===== config.mk =====
export PLATFORM = sky130hd
export DESIGN_NAME = ent_ctrl
export DESIGN_NICKNAME = d
export VERILOG_FILES = /design/src/rtl/ent_pkg.sv /design/src/rtl/ent_ctrl.sv
export SDC_FILE = /design/constraint.sdc
export NUM_CORES = 1
export LEC_CHECK = 0
export ABC_AREA = 1
export BUFFER_PORTS_ARGS = -buffer_cell sky130_fd_sc_hd__buf_4
export CAP_MARGIN = 15
export CORE_AREA = 8 8 45 47
export CTS_CLUSTER_SIZE = 28
export DETAILED_ROUTE_END_ITERATION = 10
export DIE_AREA = 0 0 53 55
export PLACE_DENSITY_LB_ADDON = 0.25
export SLEW_MARGIN = 20
export SYNTH_ARGS = -nofsm -noshare
export SYNTH_HDL_FRONTEND = slang
export SYNTH_SLANG_ARGS = --single-unit

===== constraint.sdc =====
create_clock -name clk -period 1.66 [get_ports clk]
set_input_delay 0.332 -clock clk [delete_from_list [all_inputs] [get_ports clk]]
set_output_delay 0.332 -clock clk [all_outputs]
set_load 0.005 [all_outputs]

===== src/rtl/ent_pkg.sv =====
`timescale 1ns / 1ps
`default_nettype none
package ent_pkg;

  localparam int MAX_SAMPLES_DEF = 1024;
  localparam int FRAC_BITS_DEF   = 16;
  localparam int VOL_W           = 32;
  localparam int SMP_W           = 31;
  localparam int ENT_W           = 19;
  localparam int LOG_FRAC        = 24;
  localparam int P_W             = 33;
  localparam int MANT_W          = 32;
  localparam int ACC_W           = 32;
  localparam logic [31:0] LN2_Q32 = 32'd2977044472;

  typedef enum logic [3:0] {
    S_IDLE,
    S_START,
    S_LT_GO,
    S_LT_WAIT,
    S_LT_SAVE,
    S_RD,
    S_V_GO,
    S_V_WAIT,
    S_MUL,
    S_ACC,
    S_SCALE,
    S_FIN
  } ctrl_state_t;

  typedef struct packed {
    logic ingest;
    logic start_calc;
    logic log_go;
    logic log_sel_total;
    logic lt_save;
    logic div_go;
    logic mul;
    logic acc_add;
    logic scale;
    logic load_out;
  } ctrl_cmd_t;

  typedef struct packed {
    logic total_zero;
    logic log_busy;
    logic div_busy;
    logic last_idx;
    logic out_free;
  } dp_sts_t;

endpackage
`default_nettype wire


===== src/rtl/ent_ctrl.sv =====
`timescale 1ns / 1ps
`default_nettype none
module ent_ctrl (
  input  wire logic             clk,
  input  wire logic             rst,
  input  wire logic             in_valid,
  input  wire logic             end_of_set,
  output logic                  in_ready,
  output ent_pkg::ctrl_cmd_t    cmd,
  input  wire ent_pkg::dp_sts_t sts
);
  ent_pkg::ctrl_state_t state;
  ent_pkg::ctrl_state_t state_next;

  always_ff @(posedge clk) begin
    if (rst) begin
      state <= ent_pkg::S_IDLE;
    end else begin
      state <= state_next;
    end
  end

  always_comb begin
    state_next = state;
    case (state)
      ent_pkg::S_IDLE: begin
        if (in_valid && end_of_set) state_next = ent_pkg::S_START;
      end
      ent_pkg::S_START: begin
        state_next = sts.total_zero ? ent_pkg::S_SCALE : ent_pkg::S_LT_GO;
      end
      ent_pkg::S_LT_GO:   state_next = ent_pkg::S_LT_WAIT;
      ent_pkg::S_LT_WAIT: begin
        if (!sts.log_busy) state_next = ent_pkg::S_LT_SAVE;
      end
      ent_pkg::S_LT_SAVE: state_next = ent_pkg::S_RD;
      ent_pkg::S_RD:      state_next = ent_pkg::S_V_GO;
      ent_pkg::S_V_GO:    state_next = ent_pkg::S_V_WAIT;
      ent_pkg::S_V_WAIT: begin
        if (!sts.log_busy && !sts.div_busy) state_next = ent_pkg::S_MUL;
      end
      ent_pkg::S_MUL:     state_next = ent_pkg::S_ACC;
      ent_pkg::S_ACC: begin
        state_next = sts.last_idx ? ent_pkg::S_SCALE : ent_pkg::S_RD;
      end
      ent_pkg::S_SCALE:   state_next = ent_pkg::S_FIN;
      ent_pkg::S_FIN: begin
        if (sts.out_free) state_next = ent_pkg::S_IDLE;
      end
      default:            state_next = ent_pkg::S_IDLE;
    endcase
  end

  always_comb begin
    cmd      = '0;
    in_ready = 1'b0;
    case (state)
      ent_pkg::S_IDLE: begin
        in_ready   = 1'b1;
        cmd.ingest = in_valid;
      end
      ent_pkg::S_START:   cmd.start_calc = 1'b1;
      ent_pkg::S_LT_GO: begin
        cmd.log_go        = 1'b1;
        cmd.log_sel_total = 1'b1;
      end
      ent_pkg::S_LT_SAVE: cmd.lt_save = 1'b1;
      ent_pkg::S_V_GO: begin
        cmd.log_go = 1'b1;
        cmd.div_go = 1'b1;
      end
      ent_pkg::S_MUL:     cmd.mul = 1'b1;
      ent_pkg::S_ACC:     cmd.acc_add = 1'b1;
      ent_pkg::S_SCALE:   cmd.scale = 1'b1;
      ent_pkg::S_FIN:     cmd.load_out = sts.out_free;
      default: begin
      end
    endcase
  end

endmodule
`default_nettype wire


==> impl_metrics.ini, run 1 <==
[detailed_routing]
vias_per_cell = 4.33
route.detailed.drc = 0
detail_route.first_pass.iterations = 4
ant_nets = 0
drt_first_iter_violations = 16
wl_per_cell_um = 10.1
routed_wl_um = 1120
vias = 481

[floorplanning]
core_sq_um = 1380
ioPinCount = 20
die-area_sq_um = 2920
start_util_pct = 26.2
die_h_um = 55
die_x_um = 53
num_rows = 14

[clock_network]
clock_sinks = 4
ctsRootBufferMaster = clkbuf_4
post_cts_buffers = 0
postCtsHoldBufs = 0
clockBufferDepth = 2
numCtsBuffers = 3
h-tree-depth = 1
clock_latency_ns = 0.23
cts_tree = yes
clk_pin_slew_ns = 0.04

[critical_path]
crit_cells = 4
path_cells = nor2_1 -> inv_1 -> nor2_1 -> buf_4
worstSetupPathType = flip-flop to primary output
crit_slowest_cell = dfxtp_1
critPathTopFamily = simple AND/OR/NAND/NOR gates
endpoint_kind = primary output
cp_num_buf_inv = 2
slowest_delay_ns = 0.35
crit_fanout = 7
cp_data_required_time_ns = 1.33
setup.worst_path.start_class = flip-flop
arrival_ns = 1.23
cp_common_cell = nor2_1
r2r_cells = 7

[worst_hold_path]
hp-class = input pin to flip-flop
hold_depth = 2

[placed_design]
post-place-ws_ns = 0.355
dp_hpwl_um = 943
io_buffers = 19
placed_area_sq_um = 526
placedCellCount = 108
gp_congestion = 0.772

[power]
power_uw = 752
powerDensity_nw_per_um2 = 1370
p_leak_nw = 0.338
ir_drop_uv = 530

[global_routing]
globalRouteOverflowTotal = 0
grt_start_max_net_pins = 8
track_usage_pct = 8.41
grt_first_pass_wirelength_um = 1750
first_global_vias = 438
antenna_found_initial = 0

[timing]
skew_ns = 0.00195
rsz0062_at_grt = false
setup_slack_ns = 0.101
slew_violations = 0
final_hold_viol_count = 0
max_freq_ghz = 0.641
tns_ns = 0
finalSetupViolCount = 0
worst_pin_slew_ns = 0.291
period_minus_slack_ns = 1.56
finalCritPeriodShare_pct = 93.9
slew_headroom_pct = 80.5

[logic_synthesis]
synth_top_cell_by_area = dfxtp_1
yosysTopAreaCellShare_pct = 22.1
muxShareOfSynthArea_pct = 0
syn-num-nets = 82
yosysMostFrequentCell = nand2_1
synth_compound_area_share_pct = 10.3
seq_area_frac_synth_pct = 22.1
syn_inst = 73
avgSynthCellArea_sq_um = 4.97
syn_area_sq_um = 363
synth-seq-cells = 4
ys.flop_type = dfxtp_1
synth_edf_count = 0
yosys_warnings = 0
synth-simple-area-share_pct = 49.0
synth.top_cells.by_count = nand2_1, inv_1, nor2_1
synth_top_family_by_area = simple AND/OR/NAND/NOR gates
synth_fa_ha_area_share_pct = 0
synth-xor-area-share_pct = 0
yosysUniqueCellTypes = 11
synthTopCellsByArea = dfxtp_1, nand2_1, inv_1
ys_async_sr_fraction_pct = 0

[finish]
largestRegisters = state x4
fin_nets = 106
stdcell_count = 111
top_register = state
drive_gt1_share_pct = 25.3
antennaDiodeCount = 0
finalInstanceArea_sq_um = 551
largest_reg_flops = 4
fill_cells = 155
areaGrowthSynthToFinish_pct = 51.7

[status]
status = completed

[run]
maxCapViolations = 0
what timing repair did:
| item | 4_1_cts | 5_1_grt |
|---|---|---|
| resized for setup | 0 | 1 |
| setup endpoints to repair | 0 | 2 |
| hold endpoints to repair | 0 | 0 |
per-layer routing:
| layer | vias up | GRT usage (%) | share of wire [%] |
|---|---|---|---|
| li1 | 263 | - | - |
| met2 | 15 | 13.3 | 48 |
| met1 | 199 | 8.33 | 39 |
| met4 | 0 | 7.76 | 3.0 |
| met5 | - | 0 | 0 |
| met3 | 4 | 3.48 | 9.6 |
final timing paths:
kind                    startpoint               endpoint  slack, ns
max          state[3]$_SDFFE_PP0P_                 cmd[6]       0.10
min                            rst  state[1]$_SDFFE_PP0P_       0.28
max reg2reg  state[1]$_SDFFE_PP0P_  state[0]$_SDFFE_PP0P_       0.42
min reg2reg  state[1]$_SDFFE_PP0P_  state[1]$_SDFFE_PP0P_       0.58
area by class of cell:
class | instances | area (sq um) | area share, %
Sequential cell | 4 | 80.1 | 14.5
Timing Repair Buffer | 19 | 143 | 25.9
Inverter | 18 | 67.6 | 12.3
Multi-Input combinational cell | 51 | 218 | 39.5
Tap cell | 16 | 20.0 | 3.64
Clock buffer | 3 | 22.5 | 4.09
worst reg2reg max path, delay by kind of cell, from the launching register on:
kind	cells	cell delay, ns
AOI/OAI and AO/OA	1	0.12
buffers and inverters	1	0.09
DFF	1	0.34
and+or+nand+nor	5	0.61
cell usage in the layout, fill, tap and decap left out, types with 2 or more instances in the layout:
cell and n:
clkbuf_4 3, nor2_1 15, dfxtp_1 4, a21oi_1 4
nor3_1 2, nand3_1 6, buf_4 19, inv_1 17
nand2_1 19, o21ai_0 2
report_power, final:
part	total, mW	internal, mW	switching [mW]
logic	0.464	0.207	0.257
clock network	0.116	0.0806	0.0355
registers	0.172	0.129	0.0427
total	0.752	0.417	0.335
through the flow:
stage,utilization [%],hold slack (ns)
CTS,39.6,0.276
floorplan,-,0.401
global placement,38.0,0.526
finish,39.8,0.283
detailed placement,38.0,0.524
global route,39.8,0.272
kinds of logic (layout without fill, tap and decap cells):
logic type / Yosys count / count (layout)
AOI/OAI and AO/OA: 7 / 7
and+or+nand+nor: 44 / 44
DFF: 4 / 4
buffers and inverters: 18 / 40
Power figures use the tool's default switching activity.
==> run 2: changes to the inputs <==
==> constraint.sdc (replaced) <==
create_clock -name clk -period 1.66 [get_ports clk]
set_input_delay 0.332 -clock clk [delete_from_list [all_inputs] [get_ports clk]]
set_output_delay 0.332 -clock clk [all_outputs]
set_load 0.05 [all_outputs]
==> impl_metrics.ini, run 2 (same netlist as run 1, synthesis figures left out) <==
[power]
p_sw_share_pct = 57.6
intPower_uw = 447
p_leak_nw = 0.347
powerDensity_nw_per_um2 = 1820
power_frac_seq_pct = 16.6
ir_drop_uv = 660
p_clk_share_pct = 10.9
switchingPower_uw = 606
combPwrFrac_pct = 72.5

[floorplanning]
num_rows = 14
die_h_um = 55
start_util_pct = 26.2
die_x_um = 53
ioPinCount = 20
core_sq_um = 1380
die-area_sq_um = 2920

[global_routing]
first_global_vias = 451
top_usage_layer = met2
globalRouteOverflowTotal = 0
track_usage_pct = 8.52
use_met3_pct = 3.21
grt_first_pass_wirelength_um = 1880
use_met2_pct = 12.7
grt_start_max_net_pins = 8
antenna_found_initial = 0
grtUsageMet1_pct = 10.2

[timing]
skew_ns = 0.00203
max_freq_ghz = 0.636
slew_headroom_pct = 80.8
finalSetupViolCount = 0
final_hold_viol_count = 0
slew_violations = 0
worst_pin_slew_ns = 0.287
period_minus_slack_ns = 1.57
rsz0062_at_grt = true
whs_ns = 0.286
finalCritPeriodShare_pct = 94.7

[placed_design]
placed_area_sq_um = 538
placedCellCount = 109
dp_hpwl_um = 918
io_buffers = 19
gp_congestion = 0.802

[finish]
finalInstanceArea_sq_um = 578
stdcell_count = 112
largest_reg_flops = 4
top_register = state
drive_gt1_share_pct = 29.2
largestRegisters = state x4
layout_common_cells = nand2_1, inv_1, buf_4
layout_commonest_cell = nand2_1
multiInputGateArea_sq_um = 225
fill_cells = 155
areaGrowthSynthToFinish_pct = 59.3
regArea_sq_um = 81.3
antennaDiodeCount = 0
fin_nets = 107

[clock_network]
ctsRootBufferMaster = clkbuf_4
clk_pin_slew_ns = 0.04
cts_tree = yes
postCtsHoldBufs = 0
clock_latency_ns = 0.23
h-tree-depth = 1
clock_sinks = 4
clockBufferDepth = 2
numCtsBuffers = 3

[critical_path]
arrival_ns = 1.24
crit_fanout = 6
crit_slowest_cell = dfxtp_1
worstSetupPathType = flip-flop to primary output
path_cells = nor2_1 -> inv_1 -> nor2_1 -> buf_4
slowest_delay_ns = 0.34
cp_common_cell = nor2_1
cp_data_required_time_ns = 1.33
setup.worst_path.start_class = flip-flop
endpoint_kind = primary output

[detailed_routing]
ant_nets = 0
vias = 488
drt_first_iter_violations = 9
routed_wl_um = 1080
wl_per_cell_um = 9.61
route.detailed.drc = 0
detail_route.first_pass.iterations = 4
vias_per_cell = 4.36

[status]
status = completed

[worst_hold_path]
hp-class = input pin to flip-flop

[run]
maxCapViolations = 0
## run 2: power groups by stage
stage | clock [mW] | sequential (mW) | combinational [mW]
floorplan | 0 | 0.162 | 0.549
global placement | 0 | 0.171 | 0.747
detailed placement | 0 | 0.171 | 0.745
CTS | 0.123 | 0.171 | 0.749
global route | 0.129 | 0.182 | 0.832
finish | 0.114 | 0.175 | 0.764
## run 2: layer usage
| layer | part of all wire, % | vias up |
|---|---|---|
| li1 | - | 266 |
| met1 | 46 | 210 |
| met2 | 48 | 10 |
| met3 | 5.6 | 2 |
| met4 | 0.56 | 0 |
| met5 | 0 | - |
## run 2: final timing paths
| path | slack (ns) | startpoint | cells after the start | end |
|---|---|---|---|---|
| worst max-delay path | 0.09 | state[0]$_SDFFE_PP0P_ | 4 | cmd[5] |
| worst max register to register | 0.40 | state[0]$_SDFFE_PP0P_ | 7 | state[3]$_SDFFE_PP0P_ |
| worst min-delay path | 0.29 | rst | 2 | state[1]$_SDFFE_PP0P_ |
| worst min register to register | 0.57 | state[1]$_SDFFE_PP0P_ | 2 | state[1]$_SDFFE_PP0P_ |
## run 2: final cells by class
class	count	share of cell area, %
Sequential cell	4	14.1
Inverter	18	11.7
Timing Repair Buffer	20	27.9
Clock buffer	3	3.90
Tap cell	16	3.46
Multi-Input combinational cell	51	39.0
## run 2: timing repair
| action | CTS | global route |
|---|---|---|
| endpoints found under the hold margin | 0 | 0 |
| cloned | 0 | 0 |
| gates resized for setup | 1 | 5 |
| endpoints found under the setup margin | 2 | 8 |
| buffers inserted | 0 | 0 |
## run 2: through the flow
stage	setup WS, ns	util [%]	power (mW)	setup TNS (ns)
4_1_cts	0.0337	40.7	1.04	0
5_1_grt	-0.0367	41.8	1.14	-0.126
2_1_floorplan	-0.0103	-	0.711	-0.0103
3_5_place_dp	0.235	38.9	0.917	0
6_report	0.0883	41.8	1.05	0
3_3_place_gp	0.238	38.9	0.918	0
## run 2: critical path, delay by kind of cell (launching register included)
family	cells	cell delay (ns)
buffers and inverters	2	0.29
DFF	1	0.34
and+or+nand+nor	2	0.38
